--- config.mk ---
export PLATFORM = sky130hd
export DESIGN_NAME = cell_fluid_flow_stencil
export DESIGN_NICKNAME = d
export VERILOG_FILES = /design/src/hdl/cffs_pkg.sv /design/src/hdl/cell_fluid_flow_stencil.sv
export SDC_FILE = /design/constraint.sdc
export NUM_CORES = 2
export LEC_CHECK = 0
export ABC_AREA = 1
export BUFFER_PORTS_ARGS = -buffer_cell sky130_fd_sc_hd__buf_2
export CAP_MARGIN = 10
export CELL_PAD_IN_SITES_DETAIL_PLACEMENT = 0
export CELL_PAD_IN_SITES_GLOBAL_PLACEMENT = 1
export CORE_MARGIN = 2
export CORE_UTILIZATION = 45
export CTS_BUF_LIST = sky130_fd_sc_hd__clkbuf_8
export DETAILED_ROUTE_END_ITERATION = 12
export PLACE_DENSITY_LB_ADDON = 0.1
export SETUP_SLACK_MARGIN = 0.15
export SLEW_MARGIN = 0
export SYNTH_ARGS = -nofsm -noshare
export SYNTH_HDL_FRONTEND = slang
export SYNTH_SLANG_ARGS = --single-unit
--- constraint.sdc ---
create_clock -name i_clk -period 34 [get_ports i_clk]
set_input_delay 5.1 -clock i_clk [delete_from_list [all_inputs] [get_ports i_clk]]
set_output_delay 5.1 -clock i_clk [all_outputs]
set_load 0.02 [all_outputs]
--- src/hdl/cffs_pkg.sv ---
// Shared constants, types and arithmetic helpers for the cell fluid flow stencil.
// Stand-alone package; every other file of the block imports it.
package cffs_pkg;

    // Field and bus widths
    localparam int MASS_W = 16;             // Q4.12 mass / flow
    localparam int SUM_W  = MASS_W + 1;     // mass of two stacked cells
    localparam int FLOW_W = MASS_W + 2;     // signed raw flow before clamping
    localparam int DATA_W = 32;             // register bus
    localparam int ADDR_W = 3;              // two registers at 0x0 and 0x4

    // Register map, indexed by paddr[2]
    localparam logic REG_MIN_FLOW  = 1'b0;
    localparam logic REG_MAX_SPEED = 1'b1;

    localparam logic [MASS_W-1:0] MIN_FLOW_RST  = MASS_W'(41);
    localparam logic [MASS_W-1:0] MAX_SPEED_RST = MASS_W'(4096);

    // Fixed-point constants
    localparam int     FRAC_BITS = 12;
    localparam longint FIX_ONE   = longint'(1) << FRAC_BITS;
    localparam longint FIX_COMP  = (FIX_ONE + 10) / 20;      // 0.05 rounded
    localparam longint SM_DEN    = FIX_ONE + FIX_COMP;
    localparam longint HALF_DEN  = SM_DEN / 2;
    localparam longint MID_LIMIT = 2 * FIX_ONE + FIX_COMP;

    // Middle branch of the stable-mass split:
    //   ONE + ((m - ONE) * C + den/2) / den
    // The division is an exact reciprocal multiply; the two constant products
    // are folded so that a single multiplier serves the whole term.
    localparam int     OFF_W     = $clog2(SM_DEN);
    localparam longint X_MAX     = (SM_DEN - 1) * FIX_COMP + HALF_DEN;
    localparam int     X_W       = $clog2(X_MAX + 1);
    localparam int     RCP_SHIFT = X_W + $clog2(SM_DEN);
    localparam longint RECIP     = ((longint'(1) << RCP_SHIFT) + SM_DEN - 1) / SM_DEN;
    localparam longint MUL_K     = FIX_COMP * RECIP;
    localparam longint MUL_BIAS  = HALF_DEN * RECIP;
    localparam int     COMP_W    = $clog2(FIX_COMP + 2);
    localparam int     PROD_W    = RCP_SHIFT + COMP_W;

    // Stable-mass branch codes
    localparam logic [1:0] SM_UNIT = 2'd0;  // m <= ONE
    localparam logic [1:0] SM_MID  = 2'd1;  // ONE < m < 2*ONE + C
    localparam logic [1:0] SM_HALF = 2'd2;  // otherwise

    // Which of the four flows may be non-zero for this cell
    typedef struct packed {
        logic down;
        logic left;
        logic right;
        logic up;
    } t_flow_en;

    function automatic logic [1:0] sm_class(input logic [SUM_W-1:0] m);
        logic [1:0] cls;
        if (m <= SUM_W'(FIX_ONE)) begin
            cls = SM_UNIT;
        end else if (m < SUM_W'(MID_LIMIT)) begin
            cls = SM_MID;
        end else begin
            cls = SM_HALF;
        end
        return cls;
    endfunction

    function automatic logic [PROD_W-1:0] sm_product(input logic [SUM_W-1:0] m);
        logic [OFF_W-1:0] off;
        off = OFF_W'(m - SUM_W'(FIX_ONE));
        return PROD_W'(off) * PROD_W'(MUL_K);
    endfunction

    function automatic logic [SUM_W-1:0] sm_finish(
        input logic [1:0]        cls,
        input logic [SUM_W-1:0]  m,
        input logic [PROD_W-1:0] prod
    );
        logic [PROD_W-1:0] biased;
        logic [SUM_W:0]    half_sum;
        logic [SUM_W-1:0]  res;
        biased   = prod + PROD_W'(MUL_BIAS);
        half_sum = {1'b0, m} + (SUM_W + 1)'(FIX_COMP);
        case (cls)
            SM_UNIT: res = SUM_W'(FIX_ONE);
            SM_MID:  res = SUM_W'(FIX_ONE) + SUM_W'(biased >> RCP_SHIFT);
            SM_HALF: res = half_sum[SUM_W:1];
            default: res = SUM_W'(FIX_ONE);
        endcase
        return res;
    endfunction

    // Halve above min_flow, then clamp into [0, hi]
    function automatic logic [MASS_W-1:0] shape_flow(
        input logic signed [FLOW_W-1:0] f,
        input logic [MASS_W-1:0]        min_flow,
        input logic [MASS_W-1:0]        hi
    );
        logic signed [FLOW_W-1:0] g;
        logic [MASS_W-1:0]        res;
        g = f;
        if (f > $signed({2'b00, min_flow})) begin
            g = f >>> 1;
        end
        if (g > $signed({2'b00, hi})) begin
            res = hi;
        end else if (g < $signed(FLOW_W'(0))) begin
            res = '0;
        end else begin
            res = g[MASS_W-1:0];
        end
        return res;
    endfunction

    // Quarter of a positive difference, halved above min_flow (unclamped)
    function automatic logic [MASS_W-1:0] horiz_flow(
        input logic [MASS_W-1:0] c,
        input logic [MASS_W-1:0] n,
        input logic [MASS_W-1:0] min_flow
    );
        logic [MASS_W-1:0] d;
        logic [MASS_W-1:0] q;
        d = (c > n) ? (c - n) : '0;
        q = d >> 2;
        return (q > min_flow) ? (q >> 1) : q;
    endfunction

    function automatic logic [MASS_W-1:0] min_mass(
        input logic [MASS_W-1:0] a,
        input logic [MASS_W-1:0] b
    );
        return (a < b) ? a : b;
    endfunction

endpackage

--- src/hdl/cell_fluid_flow_stencil.sv ---
// Cell fluid flow stencil: per-cell push flows (down, left, right, up) of a grid water rule.
// Depends on cffs_pkg for widths, fixed-point constants and the flow arithmetic.
// Each accepted input transaction passes registers A, B, C, D, E and the output register.
// Throughput: one transaction per cycle while the result is not held by i_stall, with the six-register
// pipeline; a full pipeline held by i_stall stops taking input only once every stage is occupied.
// Reset (i_rst_n low, synchronous): pipeline emptied, min_flow = 41, max_speed = 4096.
module cell_fluid_flow_stencil
    import cffs_pkg::*;
(
    input  logic              i_clk,
    input  logic              i_rst_n,

    // Input channel
    input  logic              i_valid,
    output logic              o_stall,
    input  logic [MASS_W-1:0] i_center_mass,
    input  logic [MASS_W-1:0] i_up_mass,
    input  logic [MASS_W-1:0] i_left_mass,
    input  logic [MASS_W-1:0] i_right_mass,
    input  logic [MASS_W-1:0] i_down_mass,
    input  logic              i_center_solid,
    input  logic              i_up_solid,
    input  logic              i_left_solid,
    input  logic              i_right_solid,
    input  logic              i_down_solid,

    // Result channel
    output logic              o_valid,
    input  logic              i_stall,
    output logic [MASS_W-1:0] o_flow_down,
    output logic [MASS_W-1:0] o_flow_left,
    output logic [MASS_W-1:0] o_flow_right,
    output logic [MASS_W-1:0] o_flow_up,

    // Register port
    input  logic              psel,
    input  logic              penable,
    input  logic              pwrite,
    input  logic [ADDR_W-1:0] paddr,
    input  logic [DATA_W-1:0] pwdata,
    output logic [DATA_W-1:0] prdata,
    output logic              pready
);

    // ------------------------------------------------------------------
    // Configuration registers. The user must write them only while the pipe is
    // empty (the block does not enforce it), so the stages read them directly.
    // ------------------------------------------------------------------
    logic [MASS_W-1:0] r_min_flow;
    logic [MASS_W-1:0] r_max_speed;
    logic              cfg_wr;

    assign pready = 1'b1;
    assign cfg_wr = psel && penable && pwrite && pready;

    always_ff @(posedge i_clk) begin
        if (!i_rst_n) begin
            r_min_flow  <= MIN_FLOW_RST;
            r_max_speed <= MAX_SPEED_RST;
        end else if (cfg_wr) begin
            case (paddr[2])
                REG_MIN_FLOW:  r_min_flow  <= pwdata[MASS_W-1:0];
                REG_MAX_SPEED: r_max_speed <= pwdata[MASS_W-1:0];
                default: ;
            endcase
        end
    end

    always_comb begin
        case (paddr[2])
            REG_MIN_FLOW:  prdata = {{(DATA_W-MASS_W){1'b0}}, r_min_flow};
            REG_MAX_SPEED: prdata = {{(DATA_W-MASS_W){1'b0}}, r_max_speed};
            default:       prdata = '0;
        endcase
    end

    // ------------------------------------------------------------------
    // Pipeline flow control. Each stage takes new data when it is empty or
    // when the stage after it moves, so bubbles collapse and a held result
    // does not block the stages behind it until they fill.
    // ------------------------------------------------------------------
    logic r_a_vld, r_b_vld, r_c_vld, r_d_vld, r_e_vld, r_o_vld;
    logic rdy_a, rdy_b, rdy_c, rdy_d, rdy_e, rdy_o;

    assign rdy_o   = !r_o_vld || !i_stall;
    assign rdy_e   = !r_e_vld || rdy_o;
    assign rdy_d   = !r_d_vld || rdy_e;
    assign rdy_c   = !r_c_vld || rdy_d;
    assign rdy_b   = !r_b_vld || rdy_c;
    assign rdy_a   = !r_a_vld || rdy_b;
    assign o_stall = !rdy_a;
    assign o_valid = r_o_vld;

    always_ff @(posedge i_clk) begin
        if (!i_rst_n) begin
            r_a_vld <= 1'b0;
            r_b_vld <= 1'b0;
            r_c_vld <= 1'b0;
            r_d_vld <= 1'b0;
            r_e_vld <= 1'b0;
            r_o_vld <= 1'b0;
        end else begin
            if (rdy_a) r_a_vld <= i_valid;
            if (rdy_b) r_b_vld <= r_a_vld;
            if (rdy_c) r_c_vld <= r_b_vld;
            if (rdy_d) r_d_vld <= r_c_vld;
            if (rdy_e) r_e_vld <= r_d_vld;
            if (rdy_o) r_o_vld <= r_e_vld;
        end
    end

    // ------------------------------------------------------------------
    // Stage A: input register.
    // ------------------------------------------------------------------
    logic [MASS_W-1:0] r_a_center, r_a_up, r_a_left, r_a_right, r_a_down;
    logic              r_a_cs;
    t_flow_en          r_a_ns;      // neighbour solid flags

    always_ff @(posedge i_clk) begin
        if (rdy_a) begin
            r_a_center <= i_center_mass;
            r_a_up     <= i_up_mass;
            r_a_left   <= i_left_mass;
            r_a_right  <= i_right_mass;
            r_a_down   <= i_down_mass;
            r_a_cs     <= i_center_solid;
            r_a_ns     <= '{down: i_down_solid, left: i_left_solid,
                            right: i_right_solid, up: i_up_solid};
        end
    end

    // ------------------------------------------------------------------
    // Stage B: downward stable-mass product, branch select, flow enables
    // and the unclamped sideways flows (these need no running mass yet).
    // ------------------------------------------------------------------
    logic [SUM_W-1:0]  n_b_sum;
    t_flow_en          n_b_en;
    logic [MASS_W-1:0] r_b_center, r_b_up, r_b_down, r_b_hl, r_b_hr;
    logic [SUM_W-1:0]  r_b_sum;
    logic [1:0]        r_b_cls;
    logic [PROD_W-1:0] r_b_prod;
    t_flow_en          r_b_en;

    assign n_b_sum = {1'b0, r_a_center} + {1'b0, r_a_down};

    // A solid centre moves nothing; a solid neighbour takes nothing.
    assign n_b_en = '{down:  !r_a_cs && !r_a_ns.down,
                      left:  !r_a_cs && !r_a_ns.left,
                      right: !r_a_cs && !r_a_ns.right,
                      up:    !r_a_cs && !r_a_ns.up};

    always_ff @(posedge i_clk) begin
        if (rdy_b) begin
            r_b_center <= r_a_center;
            r_b_up     <= r_a_up;
            r_b_down   <= r_a_down;
            r_b_sum    <= n_b_sum;
            r_b_cls    <= sm_class(n_b_sum);
            r_b_prod   <= sm_product(n_b_sum);
            r_b_en     <= n_b_en;
            r_b_hl     <= horiz_flow(r_a_center, r_a_left, r_min_flow);
            r_b_hr     <= horiz_flow(r_a_center, r_a_right, r_min_flow);
        end
    end

    // ------------------------------------------------------------------
    // Stage C: down flow, clamped to max_speed and to the cell's mass.
    // ------------------------------------------------------------------
    logic [SUM_W-1:0]         c_stable;
    logic signed [FLOW_W-1:0] c_raw;
    logic [MASS_W-1:0]        n_c_fd;
    logic [MASS_W-1:0]        r_c_fd, r_c_rem1, r_c_up, r_c_hl, r_c_hr;
    t_flow_en                 r_c_en;

    assign c_stable = sm_finish(r_b_cls, r_b_sum, r_b_prod);
    assign c_raw    = $signed({1'b0, c_stable}) - $signed({2'b00, r_b_down});
    assign n_c_fd   = r_b_en.down
                    ? shape_flow(c_raw, r_min_flow, min_mass(r_max_speed, r_b_center))
                    : '0;

    always_ff @(posedge i_clk) begin
        if (rdy_c) begin
            r_c_fd   <= n_c_fd;
            r_c_rem1 <= r_b_center - n_c_fd;
            r_c_up   <= r_b_up;
            r_c_hl   <= r_b_hl;
            r_c_hr   <= r_b_hr;
            r_c_en   <= r_b_en;
        end
    end

    // ------------------------------------------------------------------
    // Stage D: left then right flow against the running remainder.
    // ------------------------------------------------------------------
    logic [MASS_W-1:0] d_fl, d_rem2, d_fr;
    logic [MASS_W-1:0] r_d_fd, r_d_fl, r_d_fr, r_d_rem3, r_d_up;
    logic              r_d_en_up;

    assign d_fl   = r_c_en.left ? min_mass(r_c_hl, r_c_rem1) : '0;
    assign d_rem2 = r_c_rem1 - d_fl;
    assign d_fr   = r_c_en.right ? min_mass(r_c_hr, d_rem2) : '0;

    always_ff @(posedge i_clk) begin
        if (rdy_d) begin
            r_d_fd    <= r_c_fd;
            r_d_fl    <= d_fl;
            r_d_fr    <= d_fr;
            r_d_rem3  <= d_rem2 - d_fr;
            r_d_up    <= r_c_up;
            r_d_en_up <= r_c_en.up;
        end
    end

    // ------------------------------------------------------------------
    // Stage E: upward stable-mass product on remainder plus cell above.
    // ------------------------------------------------------------------
    logic [SUM_W-1:0]  n_e_sum;
    logic [MASS_W-1:0] r_e_fd, r_e_fl, r_e_fr, r_e_rem3;
    logic [SUM_W-1:0]  r_e_sum;
    logic [1:0]        r_e_cls;
    logic [PROD_W-1:0] r_e_prod;
    logic              r_e_en_up;

    assign n_e_sum = {1'b0, r_d_rem3} + {1'b0, r_d_up};

    always_ff @(posedge i_clk) begin
        if (rdy_e) begin
            r_e_fd    <= r_d_fd;
            r_e_fl    <= r_d_fl;
            r_e_fr    <= r_d_fr;
            r_e_rem3  <= r_d_rem3;
            r_e_sum   <= n_e_sum;
            r_e_cls   <= sm_class(n_e_sum);
            r_e_prod  <= sm_product(n_e_sum);
            r_e_en_up <= r_d_en_up;
        end
    end

    // ------------------------------------------------------------------
    // Output stage: up flow, then the result register.
    // ------------------------------------------------------------------
    logic [SUM_W-1:0]         f_stable;
    logic signed [FLOW_W-1:0] f_raw;
    logic [MASS_W-1:0]        r_o_fd, r_o_fl, r_o_fr, r_o_fu;

    assign f_stable = sm_finish(r_e_cls, r_e_sum, r_e_prod);
    assign f_raw    = $signed({2'b00, r_e_rem3}) - $signed({1'b0, f_stable});

    always_ff @(posedge i_clk) begin
        if (rdy_o) begin
            r_o_fd <= r_e_fd;
            r_o_fl <= r_e_fl;
            r_o_fr <= r_e_fr;
            r_o_fu <= r_e_en_up
                    ? shape_flow(f_raw, r_min_flow, min_mass(r_max_speed, r_e_rem3))
                    : '0;
        end
    end

    assign o_flow_down  = r_o_fd;
    assign o_flow_left  = r_o_fl;
    assign o_flow_right = r_o_fr;
    assign o_flow_up    = r_o_fu;

    // ------------------------------------------------------------------
    // Checks
    // ------------------------------------------------------------------
    a_stall_only_when_full: assert property (@(posedge i_clk) disable iff (!i_rst_n)
        o_stall |-> (r_a_vld && r_b_vld && r_c_vld && r_d_vld && r_e_vld && r_o_vld))
        else $error("input stalled with a free pipeline stage");

    a_accept_lands: assert property (@(posedge i_clk) disable iff (!i_rst_n)
        (i_valid && !o_stall) |=> r_a_vld)
        else $error("accepted transaction not captured");

    a_no_drop: assert property (@(posedge i_clk) disable iff (!i_rst_n)
        (r_e_vld && rdy_o) |=> o_valid)
        else $error("transaction lost entering the result register");

    a_vert_speed: assert property (@(posedge i_clk) disable iff (!i_rst_n)
        o_valid |-> (o_flow_down <= r_max_speed && o_flow_up <= r_max_speed))
        else $error("vertical flow above max_speed");

endmodule
==> Word level (Yosys, flattened, before mapping) <==
Index checks and enable logic that the tools add are counted.
{ "classes": {"n_addsub": 17, "multipliers": 2, "n_div": 0, "order_cmp": 18, "n_eq_ne": 4, "shift": 0, "muxes": 23, "n_bitwise": 1, "n_reduce_logical": 27} }
{ "op_table": {"columns": ["operator", "n"], "rows": [
  ["$mux W16", 13],
  ["$add A41 B32 Y41 const B", 2],
  ["$mul A13 B29 Y41 const B", 2],
  ["$sub A16 B16 Y16", 5],
  ["$gt A18 B17 Y1", 4],
  ["$pmux W17 S2", 2],
  ["$lt A16 B16 Y1", 4],
  ["$pmux W32 S2", 1],
  ["$add A17 B8 Y18 const B", 2],
  ["$lt A18 B1 Y1 const B", 2],
  ["$add A16 B16 Y17", 2],
  ["$le A17 B13 Y1 const B", 2],
  ["$lt A17 B14 Y1 const B", 2],
  ["$mux W17", 2],
  ["$gt A14 B16 Y1", 2],
  ["$gt A16 B16 Y1", 2],
  ["$add A13 B8 Y14 const A", 2],
  ["$mux W13", 2],
  ["$sub A13 B13 Y13 const B", 2],
  ["$mux W18", 1],
  ["$sub A16 B17 Y18", 1],
  ["$sub A17 B16 Y18", 1],
  ["$logic_not A1 Y1", 13],
  ["$logic_and A1 B1 Y1", 6],
  ["other kinds (6)", 15]
]} }
{ "word_totals": {"regBits": 620, "latchBits": 0, "ram_bits": 0, "rom_bits": 0, "in_bits": 127, "output_inout_bits": 99, "word_cells": 150, "mem_count": 0} }

==> Depth between registers and ports, before layout <==
{ "depth": {"depth_word": 11, "depth_mapped": 61, "ltp_nobuf": 59} }

==> Worst setup path after synthesis <==
No wires, ideal clock.
{ "synth_path": {"kind": "input -> output", "startpoint": "input i_stall", "endpoint": "output o_stall", "arrival_time_ns": 16.038, "t_required_ns": 28.900, "path_slack_ns": 12.862, "stages": 10, "path_buffers": 0, "cell_sequence": "nand2_1 > nor2_1 > inv_1 > nor2_1 > inv_1 > nor2_1 > inv_1 > nor2_1 > inv_1 > nor2_1"} }
{ "synth_between": {"elab_chain_len": 8} }
{ "synth_lines": {"columns": ["item", "line_no", "source"], "rows": [
  ["from (decl)", "cell_fluid_flow_stencil.sv:29", "input logic i_stall,"],
  ["$logic_not A1 Y1", "cell_fluid_flow_stencil.sv:85", "assign rdy_o = !r_o_vld || !i_stall;"],
  ["$logic_or A1 B1 Y1", "cell_fluid_flow_stencil.sv:85", null],
  ["$logic_or A1 B1 Y1", "cell_fluid_flow_stencil.sv:86", "assign rdy_e = !r_e_vld || rdy_o;"],
  ["via rdy_e", "cell_fluid_flow_stencil.sv:83", "logic rdy_a, rdy_b, rdy_c, rdy_d, rdy_e, rdy_o;"],
  ["$logic_or A1 B1 Y1", "cell_fluid_flow_stencil.sv:87", "assign rdy_d = !r_d_vld || rdy_e;"],
  ["via rdy_d", "cell_fluid_flow_stencil.sv:83", null],
  ["$logic_or A1 B1 Y1", "cell_fluid_flow_stencil.sv:88", "assign rdy_c = !r_c_vld || rdy_d;"],
  ["via rdy_c", "cell_fluid_flow_stencil.sv:83", null],
  ["$logic_or A1 B1 Y1", "cell_fluid_flow_stencil.sv:89", "assign rdy_b = !r_b_vld || rdy_c;"],
  ["via rdy_b", "cell_fluid_flow_stencil.sv:83", null],
  ["$logic_or A1 B1 Y1", "cell_fluid_flow_stencil.sv:90", "assign rdy_a = !r_a_vld || rdy_b;"],
  ["$logic_not A1 Y1", "cell_fluid_flow_stencil.sv:91", "assign o_stall = !rdy_a;"],
  ["to (decl)", "cell_fluid_flow_stencil.sv:15", "output logic o_stall,"]
]} }
The timed path passes the listed nets, and every way through them passes these cells.

==> Worst setup path in the final report <==
{ "layout_path": {"startpoint": "input i_stall", "endpoint": "output o_stall"} }
{ "layout_between": {"elab_chain_len": 8} }
{ "layout_lines": {"columns": ["item", "line_no"], "rows": [
  ["$logic_not A1 Y1", "cell_fluid_flow_stencil.sv:85"],
  ["$logic_or A1 B1 Y1", "cell_fluid_flow_stencil.sv:85"],
  ["via rdy_o", "cell_fluid_flow_stencil.sv:83"],
  ["$logic_or A1 B1 Y1", "cell_fluid_flow_stencil.sv:86"],
  ["via rdy_e", "cell_fluid_flow_stencil.sv:83"],
  ["$logic_or A1 B1 Y1", "cell_fluid_flow_stencil.sv:87"],
  ["via rdy_d", "cell_fluid_flow_stencil.sv:83"],
  ["$logic_or A1 B1 Y1", "cell_fluid_flow_stencil.sv:88"],
  ["via rdy_c", "cell_fluid_flow_stencil.sv:83"],
  ["$logic_or A1 B1 Y1", "cell_fluid_flow_stencil.sv:89"],
  ["via rdy_b", "cell_fluid_flow_stencil.sv:83"],
  ["$logic_or A1 B1 Y1", "cell_fluid_flow_stencil.sv:90"],
  ["$logic_not A1 Y1", "cell_fluid_flow_stencil.sv:91"]
]} }
The timed path passes the listed nets, and every way through them passes these cells.

==> results.md <==
- FILL cells: 9,332
- CTS buffer count: 104
- Final ANT Viol Nets: 0
- Port Buffers: 190
- Clk root buf: clkbuf_8
- Largest net degree at the start of global routing: 84
- Synthesized area per cell: 9.720 µm²
- Grt ovf: 0
- Adder-cell share of the synthesized area: 0.2620
- Tightest Pin Transition: 1117 ps
- FF-to-FF setup slack: 23,110 ps
- Via count: 31,730
- Min cycle time layout: 13,430 ps
- CTS sink cnt: 610
- Dpl cells: 6,047
- Status: completed
- Synth Flop Type: edfxtp_1
- Ports: 226
- Reg area: 17,940 µm²
- Type of the most critical hold path: reg2reg
- Worst hold path stage count: 0
- CTS tree: yes
- Main combinational cell family by area after synthesis: adder cells
- Post-CTS Setup Repair Bufs: 0
- Async set or reset register ratio after synthesis: 0
- CP max stage cell: nand2_4
- Multi-input gate area: 23,170 µm²
- GR Util All Layers: 0.2353
- Startpoint Class: input port
- Commonest cells in the netlist: inv_1, nand2_1, ha_1
- Max-capacitance violation count: 0
- Worst reg2reg path depth: 53
- Yosys top cell area share: 0.3852
- CP arrival: 8330 ps
- Starting Density: 0.4538
- Synth Instances: 4,588
- Drt drc: 0
- Post-synth EDFFs: 572
- Die height: 318.8 µm
- Vias in the first global route: 30,578
- Post-synthesis mux area share: 0
- Final hold vios: 0
- Most common cell on crit path: nor2_1
- CTS resizes: 0
- First-pass GRT wire length: 180.8 mm
- H-tree depth: 3
- Clock Latency Late Sink: 790 ps
- Synth unique cells: 61
- Reg2Reg Capture Point: r_c_rem1[14]$_DFFE_PP_
- Top cells by area, synth: edfxtp_1, ha_1, fa_1, inv_1, nand2_1
- Final setup fails: 0
- Post-synthesis register bit count: 610
- Chip Width: 318.8 µm
- Cell with the most instances after synthesis: inv_1
- Hold path start: r_c_up[12]$_DFFE_PP_
- Initial antenna violation count: 11
- Worst-path clk slew: 60 ps
- Synth Area in Compound Gates: 0.09542
- Final #Nets: 5,799
- Post-Place Cell Area: 47,070 µm²
- Crit-path max FO: 83
- Synth Area in Simple Gates: 0.1236
- YS warnings: 0
- DRT Pass-1 Iters: 6
- CP max stage delay: 480 ps
- Cell area after layout: 49,190 µm²
- CP Class: in2out
- Setup_tns: 0 ps
- Mapped cell area: 44,600 µm²
- Max_slew headroom: 0.2517
- Via density: 5.082
- Core Util, Final: 0.5006
- P&R area growth vs syn: 10.31%
- CTS Hold Bufs: 0
- Hold Crit Endpoint: r_d_up[12]$_DFFE_PP_
- Worst reg2reg path startpoint: r_b_prod[29]$_DFFE_PP_
- Max Slew Vio Count: 0
- Critical Path End Type: output port
- Yosys top cell by area: edfxtp_1
- Final WL: 119.6 mm
- Final Skew: 45.00 ps
- Clk buf depth: 3
- Layout cell share with drive strength beyond 1: 0.08972
- Xor/xnor share of the synthesized area: 0.03636
- Seq/Total Area, Yosys: 0.4022
- Period utilization: 0.3949
- DPL Wire Length: 96.13 mm
- RSZ-0062 raised after global routing: false
- Total Die Area: 101,600 µm²
- Rows: 115
- Avg WL per Cell: 19.16 µm
- Max Fclk: 0.07447 GHz
- Core ar.: 98,280 µm²
- CP cell instances: buf_2 -> nand2_4 -> nor2_1 -> inv_4 -> nor2_1 -> clkinv_2 -> nor2_1 -> clkinv_2 -> nor2_1 -> inv_6 -> nor2_1 -> buf_2
- GP Congestion: 0.9270
- 1st-iter DRT viols: 2,129
- Req. time, crit path: 28,900 ps
- Fin cells: 6,243
cells by family (layout without fill, tap and decap cells):
logic type,Yosys count,after routing
XOR/XNOR,183,183
adder cells (fa/ha/maj),806,806
AO/OA/AOI/OAI,756,756
buffers and inverters,927,1267
flip-flops,610,610
AND/OR/NAND/NOR,1304,1304
other,2,30
cell usage in the layout, fill, tap and decap left out, types with 12 or more instances in the layout:
| cell type | count |
|---|---|
| o21ai_0 | 222 |
| inv_1 | 883 |
| clkinv_1 | 20 |
| o21bai_1 | 15 |
| clkinv_2 | 18 |
| nor3_1 | 38 |
| a21o_1 | 20 |
| nand2_1 | 730 |
| nor2_1 | 251 |
| clkbuf_8 | 112 |
| buf_2 | 190 |
| nand2_2 | 15 |
| or2_2 | 27 |
| conb_1 | 23 |
| dfxtp_1 | 38 |
| o211ai_1 | 17 |
| nor4_1 | 16 |
| a211oi_1 | 13 |
| a21oi_1 | 346 |
| o31ai_1 | 12 |
| fa_1 | 213 |
| a31oi_1 | 17 |
| nand3_1 | 160 |
| nand4_1 | 31 |
| edfxtp_1 | 572 |
| xnor2_1 | 51 |
| buf_4 | 17 |
| xor2_1 | 131 |
| ha_1 | 593 |
| o21a_1 | 35 |
worst max-delay path by stage:
stage            start      end  slack, ps
2_1_floorplan  i_stall  o_stall      12860
5_1_grt        i_stall  o_stall      20170
6_report       i_stall  o_stall      20570
3_3_place_gp   i_stall  o_stall      20480
4_1_cts        i_stall  o_stall      20410
3_5_place_dp   i_stall  o_stall      20440
stage by stage:
stage	worst slack, ps	hold slack (ps)
after floorplan	12860	400.3
after global placement	20480	400.5
after detailed placement	20440	404.5
after CTS	20410	381.9
after global routing	20170	403.8
final	20570	385.5
area by class of cell:
type	count	area share
multi-input combinational	3072	0.4709
sequential	610	0.3646
clock buffer	112	0.03134
tap	1287	0.03273
timing repair buffer	207	0.02192
inverter	871	0.06672
antenna	7	0.0003561
clock inverter	77	0.01137
registers in the layout (all words and copies together) (netlist names), 17 cells and up:
name	count
r_b_prod	40
r_b_sum	17
r_e_prod	40
r_e_sum	17
critical path, delay by kind of cell:
family                 cells  cell delay [ps]
buffers and inverters      6             1280
AND/OR/NAND/NOR            6             1920
routing by layer:
metal,track usage,part of all wire
met1,0.3466,0.49
met2,0.3619,0.44
met3,0.03461,0.049
met4,0.06256,0.024
met5,0,0.00023
Power is not shown: default switching activity piles up to over one toggle a cycle in this logic, so the estimate is an artifact.
